## config.mk

```make
export PLATFORM = sky130hd
export DESIGN_NAME = four_channel_dma_controller
export DESIGN_NICKNAME = d
export VERILOG_FILES = /design/src/hw/rtl/fcdma_pkg.sv /design/src/hw/rtl/four_channel_dma_controller.sv
export SDC_FILE = /design/constraint.sdc
export NUM_CORES = 1
export LEC_CHECK = 0
export ABC_AREA = 1
export BUFFER_PORTS_ARGS = -buffer_cell sky130_fd_sc_hd__buf_2
export CORE_MARGIN = 2
export CORE_UTILIZATION = 43
export CTS_BUF_LIST = sky130_fd_sc_hd__clkbuf_4 sky130_fd_sc_hd__clkbuf_8 sky130_fd_sc_hd__clkbuf_16
export CTS_CLUSTER_DIAMETER = 50
export DETAILED_ROUTE_END_ITERATION = 8
export RECOVER_POWER = 25
export SYNTH_ARGS = -nofsm -noshare
export SYNTH_HDL_FRONTEND = slang
export SYNTH_SLANG_ARGS = --single-unit
```

## constraint.sdc

```tcl
create_clock -name clk -period 11.4 [get_ports clk]
set_input_delay 0 -clock clk [delete_from_list [all_inputs] [get_ports clk]]
set_output_delay 0 -clock clk [all_outputs]
set_load 0.05 [all_outputs]
```

## src/hw/rtl/fcdma_pkg.sv

```systemverilog
package fcdma_pkg;

  localparam int CH_NUM = 4;
  localparam int CH_W   = 2;

  // item kinds carried in the input tuser
  typedef enum logic [1:0] {
    OP_WRITE = 2'd0,
    OP_READ  = 2'd1,
    OP_TIMER = 2'd2,
    OP_IDLE  = 2'd3
  } op_t;

  // low byte of a port that addresses this block
  localparam logic [7:0] PORT_SEL = 8'h77;

  // register selects (high byte of port)
  localparam logic [7:0] REG_COMMAND  = 8'h8c;
  localparam logic [7:0] REG_REQUEST  = 8'h9c;
  localparam logic [7:0] REG_MASK_ONE = 8'hac;
  localparam logic [7:0] REG_MODE     = 8'hbc;
  localparam logic [7:0] REG_CLR_FF   = 8'hcc;
  localparam logic [7:0] REG_MCLEAR   = 8'hdc;
  localparam logic [7:0] REG_CLR_MASK = 8'hec;
  localparam logic [7:0] REG_MASK_ALL = 8'hfc;

  // mode byte is stored shifted right by two; the flags are tested on the
  // stored value, so they sit two bits below their mode byte positions
  localparam int MODE_AUTOINIT  = 2;
  localparam int MODE_DECREMENT = 3;
  localparam logic [1:0] MODE_BLOCK = 2'd2;

  localparam int CMD_DISABLE = 2;

  localparam logic [3:0] MASK_ALL = 4'hf;

  localparam int IN_DATA_W  = 32;
  localparam int IN_USER_W  = 2;
  localparam int OUT_DATA_W = 40;
  localparam int OUT_USER_W = 2;

endpackage

```

## src/hw/rtl/four_channel_dma_controller.sv

```systemverilog
// channel | direction | tdata (low bit up)                                    | tuser
// in_     | slave     | port[15:0] write_data[23:16] expired_mask[27:24]      | operation[1:0]
// out_    | master    | read_data[7:0] fetch_channel[9:8] fetch_bank[17:10]   | read_hit[0]
//         |           | fetch_address[33:18]                                  | fetch_valid[1]
//
// one transfer in, one transfer out; each item is decoded and applied to the
// channel registers in the cycle it is taken, the result is registered in the
// output register, so one item per cycle is sustained while the output is not stalled.
// synchronous active-low reset puts all channels masked, the rest of the control state zero.
// a stalled output holds in_tready low only while its register is full.
module four_channel_dma_controller
  import fcdma_pkg::*;
(
  input  logic                  clk,
  input  logic                  rst_n,
  input  logic                  in_tvalid,
  output logic                  in_tready,
  input  logic [IN_DATA_W-1:0]  in_tdata,   // port, write_data, expired_mask, zero pad
  input  logic [IN_USER_W-1:0]  in_tuser,   // operation
  output logic                  out_tvalid,
  input  logic                  out_tready,
  output logic [OUT_DATA_W-1:0] out_tdata,  // read_data, fetch_channel, fetch_bank,
                                            // fetch_address, zero pad
  output logic [OUT_USER_W-1:0] out_tuser   // read_hit, fetch_valid
);

  // channel register file
  logic [7:0]  bank_r     [CH_NUM];
  logic [15:0] base_addr_r[CH_NUM];
  logic [15:0] cur_addr_r [CH_NUM];
  logic [15:0] base_cnt_r [CH_NUM];
  logic [15:0] cur_cnt_r  [CH_NUM];
  logic [5:0]  mode_r     [CH_NUM];
  logic [7:0]  bank_nxt     [CH_NUM];
  logic [15:0] base_addr_nxt[CH_NUM];
  logic [15:0] cur_addr_nxt [CH_NUM];
  logic [15:0] base_cnt_nxt [CH_NUM];
  logic [15:0] cur_cnt_nxt  [CH_NUM];
  logic [5:0]  mode_nxt     [CH_NUM];

  logic [7:0] cmd_r, cmd_nxt;
  logic [7:0] stat_r, stat_nxt;
  logic [3:0] mask_r, mask_nxt;
  logic [3:0] req_r, req_nxt;
  logic       ff_r, ff_nxt;

  // output register
  logic        out_valid_r;
  logic        hit_r, hit_nxt;
  logic [7:0]  rdata_r, rdata_nxt;
  logic        fvalid_r, fvalid_nxt;
  logic [1:0]  fch_r, fch_nxt;
  logic [7:0]  fbank_r, fbank_nxt;
  logic [15:0] faddr_r, faddr_nxt;

  // input fields
  op_t        op;
  logic [15:0] port;
  logic [7:0]  wdata;
  logic [3:0]  expired;
  logic [7:0]  hi;
  logic        sel;
  logic        accept;

  assign op      = op_t'(in_tuser[1:0]);
  assign port    = in_tdata[15:0];
  assign wdata   = in_tdata[23:16];
  assign expired = in_tdata[27:24];
  assign hi      = port[15:8];
  assign sel     = (port[7:0] == PORT_SEL);

  assign in_tready = rst_n && (!out_valid_r || out_tready);
  assign accept    = in_tvalid && in_tready;

  // register decode
  logic is_bank, is_addr, is_cnt;
  assign is_bank = (hi[3:0] == 4'h7) && (hi[7:6] == 2'b00);
  assign is_addr = (hi[3:0] == 4'hc) && !hi[7] && !hi[4];
  assign is_cnt  = (hi[3:0] == 4'hc) && !hi[7] && hi[4];

  // serving channel search, lowest number wins
  logic [7:0]    stat_req;
  logic          found;
  logic [CH_W-1:0] sch;
  logic          svc_en;

  assign svc_en   = !cmd_r[CMD_DISABLE] && (mask_r != MASK_ALL);
  assign stat_req = stat_r | {expired, 4'b0000};

  always_comb begin
    found = 1'b0;
    sch   = '0;
    for (int k = 0; k < CH_NUM; k++) begin
      if (!found && !mask_r[k] && stat_req[4+k]) begin
        found = 1'b1;
        sch   = CH_W'(k);
      end
    end
  end

  // one channel index per item, shared by address/count accesses and service
  logic [CH_W-1:0] ich;
  logic [3:0]      ich_bit;
  logic [3:0]      wbit;
  logic [15:0]     a_cur, c_cur, a_base, c_base;
  logic [5:0]      m_cur;
  logic [15:0]     put_word;
  logic [15:0]     cnt_dec;
  logic [15:0]     addr_use;

  assign ich     = (op == OP_TIMER) ? sch : hi[6:5];
  assign ich_bit = 4'b0001 << ich;
  assign wbit    = 4'b0001 << wdata[1:0];
  assign a_cur   = cur_addr_r[ich];
  assign c_cur   = cur_cnt_r[ich];
  assign a_base  = base_addr_r[ich];
  assign c_base  = base_cnt_r[ich];
  assign m_cur   = mode_r[ich];
  assign cnt_dec = c_cur - 16'd1;

  // byte lane of a 16-bit base register picked by the flip-flop
  always_comb begin
    logic [15:0] old_word;
    old_word = is_cnt ? c_base : a_base;
    put_word = ff_r ? {wdata, old_word[7:0]} : {old_word[15:8], wdata};
  end

  // next state and result of the item being taken
  always_comb begin
    bank_nxt      = bank_r;
    base_addr_nxt = base_addr_r;
    cur_addr_nxt  = cur_addr_r;
    base_cnt_nxt  = base_cnt_r;
    cur_cnt_nxt   = cur_cnt_r;
    mode_nxt      = mode_r;
    cmd_nxt       = cmd_r;
    stat_nxt      = stat_r;
    mask_nxt      = mask_r;
    req_nxt       = req_r;
    ff_nxt        = ff_r;
    hit_nxt       = 1'b0;
    rdata_nxt     = '0;
    fvalid_nxt    = 1'b0;
    fch_nxt       = '0;
    fbank_nxt     = '0;
    faddr_nxt     = '0;
    addr_use      = a_cur;

    if (accept) begin
      unique case (op)
        OP_WRITE: begin
          if (sel) begin
            if (is_bank) begin
              bank_nxt[hi[5:4]] = wdata;
            end else if (is_addr) begin
              base_addr_nxt[ich] = put_word;
              cur_addr_nxt[ich]  = put_word;
              ff_nxt             = !ff_r;
            end else if (is_cnt) begin
              base_cnt_nxt[ich] = put_word;
              cur_cnt_nxt[ich]  = put_word;
              ff_nxt            = !ff_r;
            end else begin
              unique case (hi)
                REG_COMMAND:  cmd_nxt = wdata;
                REG_REQUEST:  req_nxt = wdata[2] ? (req_r | wbit) : (req_r & ~wbit);
                REG_MASK_ONE: mask_nxt = wdata[2] ? (mask_r | wbit) : (mask_r & ~wbit);
                REG_MODE:     mode_nxt[wdata[1:0]] = wdata[7:2];
                REG_CLR_FF:   ff_nxt = 1'b0;
                REG_MCLEAR: begin
                  for (int k = 0; k < CH_NUM; k++) begin
                    bank_nxt[k]      = '0;
                    base_addr_nxt[k] = '0;
                    cur_addr_nxt[k]  = '0;
                    base_cnt_nxt[k]  = '0;
                    cur_cnt_nxt[k]   = '0;
                    mode_nxt[k]      = '0;
                  end
                  cmd_nxt  = '0;
                  stat_nxt = '0;
                  mask_nxt = MASK_ALL;
                  req_nxt  = '0;
                  ff_nxt   = 1'b0;
                end
                REG_CLR_MASK: mask_nxt = '0;
                REG_MASK_ALL: mask_nxt = wdata[3:0];
                default: ;
              endcase
            end
          end
        end

        OP_READ: begin
          if (sel) begin
            if (is_addr || is_cnt) begin
              hit_nxt   = 1'b1;
              ff_nxt    = !ff_r;
              rdata_nxt = is_cnt ? (ff_r ? c_cur[15:8] : c_cur[7:0])
                                 : (ff_r ? a_cur[15:8] : a_cur[7:0]);
            end else if (hi == REG_COMMAND) begin
              hit_nxt   = 1'b1;
              rdata_nxt = stat_r;
              stat_nxt  = stat_r & 8'hf0;
            end else if (hi == REG_MCLEAR || hi == REG_MASK_ALL) begin
              // temporary register always reads zero
              hit_nxt = 1'b1;
            end
          end
        end

        OP_TIMER: begin
          if (svc_en) begin
            stat_nxt = stat_req;
            if (found) begin
              req_nxt  = req_r & ~ich_bit;
              stat_nxt = stat_req & ~{ich_bit, 4'b0000};
              cur_cnt_nxt[ich] = cnt_dec;
              fvalid_nxt = 1'b1;
              // terminal count: reload with autoinit, else self-mask
              if (cnt_dec == 16'd0) begin
                stat_nxt = stat_nxt | {4'b0000, ich_bit};
                if (m_cur[MODE_AUTOINIT]) begin
                  addr_use         = a_base;
                  cur_cnt_nxt[ich] = c_base;
                end else begin
                  mask_nxt   = mask_r | ich_bit;
                  fvalid_nxt = 1'b0;
                end
              end
              if (fvalid_nxt) begin
                fch_nxt   = ich;
                fbank_nxt = bank_r[ich];
                faddr_nxt = addr_use;
                cur_addr_nxt[ich] = m_cur[MODE_DECREMENT] ? (addr_use - 16'd1)
                                                          : (addr_use + 16'd1);
                // block mode keeps the request standing
                if (m_cur[5:4] == MODE_BLOCK) begin
                  req_nxt  = req_nxt | ich_bit;
                  stat_nxt = stat_nxt | {ich_bit, 4'b0000};
                end
              end
            end
          end
        end

        default: ;
      endcase
    end
  end

  // control state
  always_ff @(posedge clk) begin
    if (!rst_n) begin
      for (int k = 0; k < CH_NUM; k++) begin
        bank_r[k]      <= '0;
        base_addr_r[k] <= '0;
        cur_addr_r[k]  <= '0;
        base_cnt_r[k]  <= '0;
        cur_cnt_r[k]   <= '0;
        mode_r[k]      <= '0;
      end
      cmd_r       <= '0;
      stat_r      <= '0;
      mask_r      <= MASK_ALL;
      req_r       <= '0;
      ff_r        <= 1'b0;
      out_valid_r <= 1'b0;
    end else begin
      bank_r      <= bank_nxt;
      base_addr_r <= base_addr_nxt;
      cur_addr_r  <= cur_addr_nxt;
      base_cnt_r  <= base_cnt_nxt;
      cur_cnt_r   <= cur_cnt_nxt;
      mode_r      <= mode_nxt;
      cmd_r       <= cmd_nxt;
      stat_r      <= stat_nxt;
      mask_r      <= mask_nxt;
      req_r       <= req_nxt;
      ff_r        <= ff_nxt;
      if (accept) begin
        out_valid_r <= 1'b1;
      end else if (out_tready) begin
        out_valid_r <= 1'b0;
      end
    end
  end

  // result payload, loaded on each input transfer
  always_ff @(posedge clk) begin
    if (accept) begin
      hit_r    <= hit_nxt;
      rdata_r  <= rdata_nxt;
      fvalid_r <= fvalid_nxt;
      fch_r    <= fch_nxt;
      fbank_r  <= fbank_nxt;
      faddr_r  <= faddr_nxt;
    end
  end

  assign out_tvalid = out_valid_r;
  assign out_tdata  = {6'b000000, faddr_r, fbank_r, fch_r, rdata_r};
  assign out_tuser  = {fvalid_r, hit_r};

endmodule

```

==> metrics.cfg <==
[run_status]
outcome=finished, violations left
violations=capacitance limit, slew limit

[yosys]
syn-instance-count=3098
synth_area_per_cell_sq_um=6.60
seq_area_frac_synth=0.365
ys.flop_type=dfxtp_1
syn_area_sq_um=20500
synth_edf_count=36
synthDistinctLibCells=63
synthArstFlopShare=0
ys.warnings.count=0
synth_seq_cells=355

[detailed_routing]
drt-total-wl_microns=89100
vias=22760
drt_iter0_drc=2805
wl_per_cell_microns=23.8
dr.pass1.iters=8
ant_nets=0
routed_via_density=6.07
remaining_drc_errors=0

[floorplan]
die_y_microns=222
io_pins=82
start_util=0.437
die_area_sq_um=49300
die_x_microns=222
core_sq_um=46800
row_count=79

[clock_tree]
cts_inserted_buffers=47
clockRootBuffer=clkbuf_16
cts.hold.buffers_added=24
clk_pin_slew_ns=0.05
clkLatencyLatePin_ns=0.60
cts_setup_buffers=0
clockBufferDepth=3
cts_tree=yes
cts_resized=0
clock_sinks=355
htreeDepth=2

[grt]
use_met1=0.454
grt_pass1_vias=21214
met2_usage=0.545
grt.total_usage=0.351
grt_pass1_wl_microns=131000
antenna_found_initial=1
overflow=0
globalRouteMet3Util=0.0608
grt_max_degree=97
grt.busiest_layer=met2

[critical_path]
crit_family=buffers and inverters
crit_path_cell_trace=buf_2 -> clkbuf_1 -> inv_6 -> a21oi_1 -> nand2_1 -> a21oi_1 -> nand2_1 -> nor2_1 -> inv_1 -> a21oi_1 -> o21ai_0 -> inv_1 -> nand2_1 -> o21ai_2 -> o21ai_0 -> a31oi_1
cp_num_buf_inv=5
cpPeakStageDelay_ns=3.38
cp.arrival_ns=8.93
crit_fanout=96
critPathLaunchType=input port
required_ns=11.89
path_class=in -> reg
cpMaxStageDelayCell=clkbuf_1
crit_path_end_kind=flop

[place]
gp_congestion=0.963
place_area_sq_um=21200
detailedPlace.worstSlack_ns=4.02
hpwl_microns=59400
place_inst=3637
port_buffers=71

[pwr]
power_density_nw_per_um2=138
peakVddDrop_mv=0.0906
leakage_nw=8.79

[timing]
finalCriticalPeriod_ns=8.45
rsz0062_at_grt=false
fin_crit_sh=0.741
hold_viol_final=0
finClkSkew_ns=0.0297
hold_ws_ns=0.0494
worst_pin_slew_ns=4.87
setup_viol=0
max-slew-margin-rel=-2.25
drv_slew=97
timing.fmax_mhz=118
tns_ns=0
worst_slack_ns=2.95

[job]
cap_viol_max_count=1

[final_layout]
antenna_cells=0
syn2layout_area_growth_pct=12.1
drive_gt1_frac=0.0866
final_cells=3748
final_common_cell=nand2_1
fin_nets=3161
fillers=4854
post-route-cell-area_sq_um=22900
final_cell_mix=nand2_1, a21oi_1, dfxtp_1, o21ai_0, nor2_1

[min_path]
hp-class=in -> reg

## final timing paths
path                        from              to  slack [ns]  depth (start not counted)
hold reg to reg   cur_addr_r[17]  cur_addr_r[17]        0.46                          2
hold / removal       in_tdata[8]      bank_r[14]        0.05                          7
setup reg to reg       stat_r[5]  cur_addr_r[63]        3.88                         27
setup / recovery           rst_n            flop        2.95                         16
## per-layer routing
layer	wire, microns	part of all wire
met1	35200	0.39
met2	38600	0.43
met3	9450	0.11
met4	5830	0.065
met5	12	0.00013
## per-stage QoR
| stage | power (mW) | util |
|---|---|---|
| finish | 3.17 | 0.490 |
| global route | 3.25 | 0.490 |
| CTS | 3.17 | 0.491 |
| detailed placement | 1.66 | 0.452 |
| global placement | 1.66 | 0.452 |
| floorplan | 1.54 | - |
## power breakdown
group | switching [mW] | total [mW] | leakage, nW | internal [mW]
registers | 0.00884 | 1.28 | 2.92 | 1.28
logic | 0.289 | 0.366 | 5.08 | 0.0773
clock network | 0.605 | 1.52 | 0.789 | 0.913
total | 0.903 | 3.17 | 8.79 | 2.27
## layout make-up
type                    instances  area, sq um  share of cell area
clock buffers                  63         1370              0.0597
repair buffers                140          880              0.0384
flip-flops and latches        355         7470               0.326
well taps                     607          759              0.0331
inverters                     221          835              0.0364
multi-input cells            2338        11400               0.497
clock inverters                24          219             0.00955
## Yosys cell counts (3+ instances only)
cell type | instances | area (sq um)
xor2_1 | 4 | 35.0
nor2_2 | 16 | 100
a221oi_1 | 26 | 228
buf_2 | 25 | 125
edfxtp_1 | 36 | 1080
ha_1 | 19 | 238
o21bai_1 | 3 | 22.5
a211oi_1 | 3 | 22.5
o21ai_1 | 16 | 80.1
dfxtp_1 | 319 | 6390
nand3_2 | 12 | 120
inv_1 | 203 | 762
inv_2 | 10 | 37.5
a31oi_1 | 39 | 244
nor4_1 | 5 | 31.3
o211ai_1 | 10 | 75.1
buf_4 | 9 | 67.6
a22oi_1 | 40 | 300
o21ai_2 | 5 | 43.8
buf_1 | 13 | 48.8
nor2_8 | 3 | 60.1
a22o_1 | 16 | 140
nor2_4 | 10 | 113
xor2_2 | 3 | 48.8
clkbuf_1 | 140 | 526
nand4_1 | 21 | 131
nor2_1 | 228 | 856
nand2_1 | 882 | 3310
clkinv_1 | 8 | 30.0
o21ba_2 | 4 | 40.0
o22ai_1 | 35 | 219
nor3_1 | 56 | 280
a21oi_1 | 438 | 2190
nand3_1 | 144 | 721
o21ai_0 | 227 | 1140
nand2_2 | 32 | 200
nor3_2 | 4 | 40.0
## flip-flops by register name, summed over array words and instances, names as in the netlist, named ones only
name         flops
hit_r            1
cur_addr_r      64
base_addr_r     64
rdata_r          8
base_cnt_r      64
faddr_r         16
mode_r          16
cur_cnt_r       44
ff_r             1
fch_r            2
bank_r          32
fbank_r          8
fvalid_r         1
out_tvalid       1
cmd_r            1
stat_r           8
## logic make-up after synthesis
kind of cell             Yosys count  share of synthesized area
adder cells (fa/ha/maj)           20                     0.0126
other                              1                   0.000183
flip-flops                       355                      0.365
XOR/XNOR                          10                    0.00612
buffers and inverters            410                     0.0792
AO/OA/AOI/OAI                    875                      0.238
AND/OR/NAND/NOR                 1427                      0.299
## worst min-delay path, cell delays in order
cell and delay (ns):
buf_2 0.11, inv_1 0.04, nor4_1 0.08, nand2_1 0.16, nor2_1 0.09, nand2_1 0.05
a21oi_1 0.05
Power figures use the tool's default switching activity.
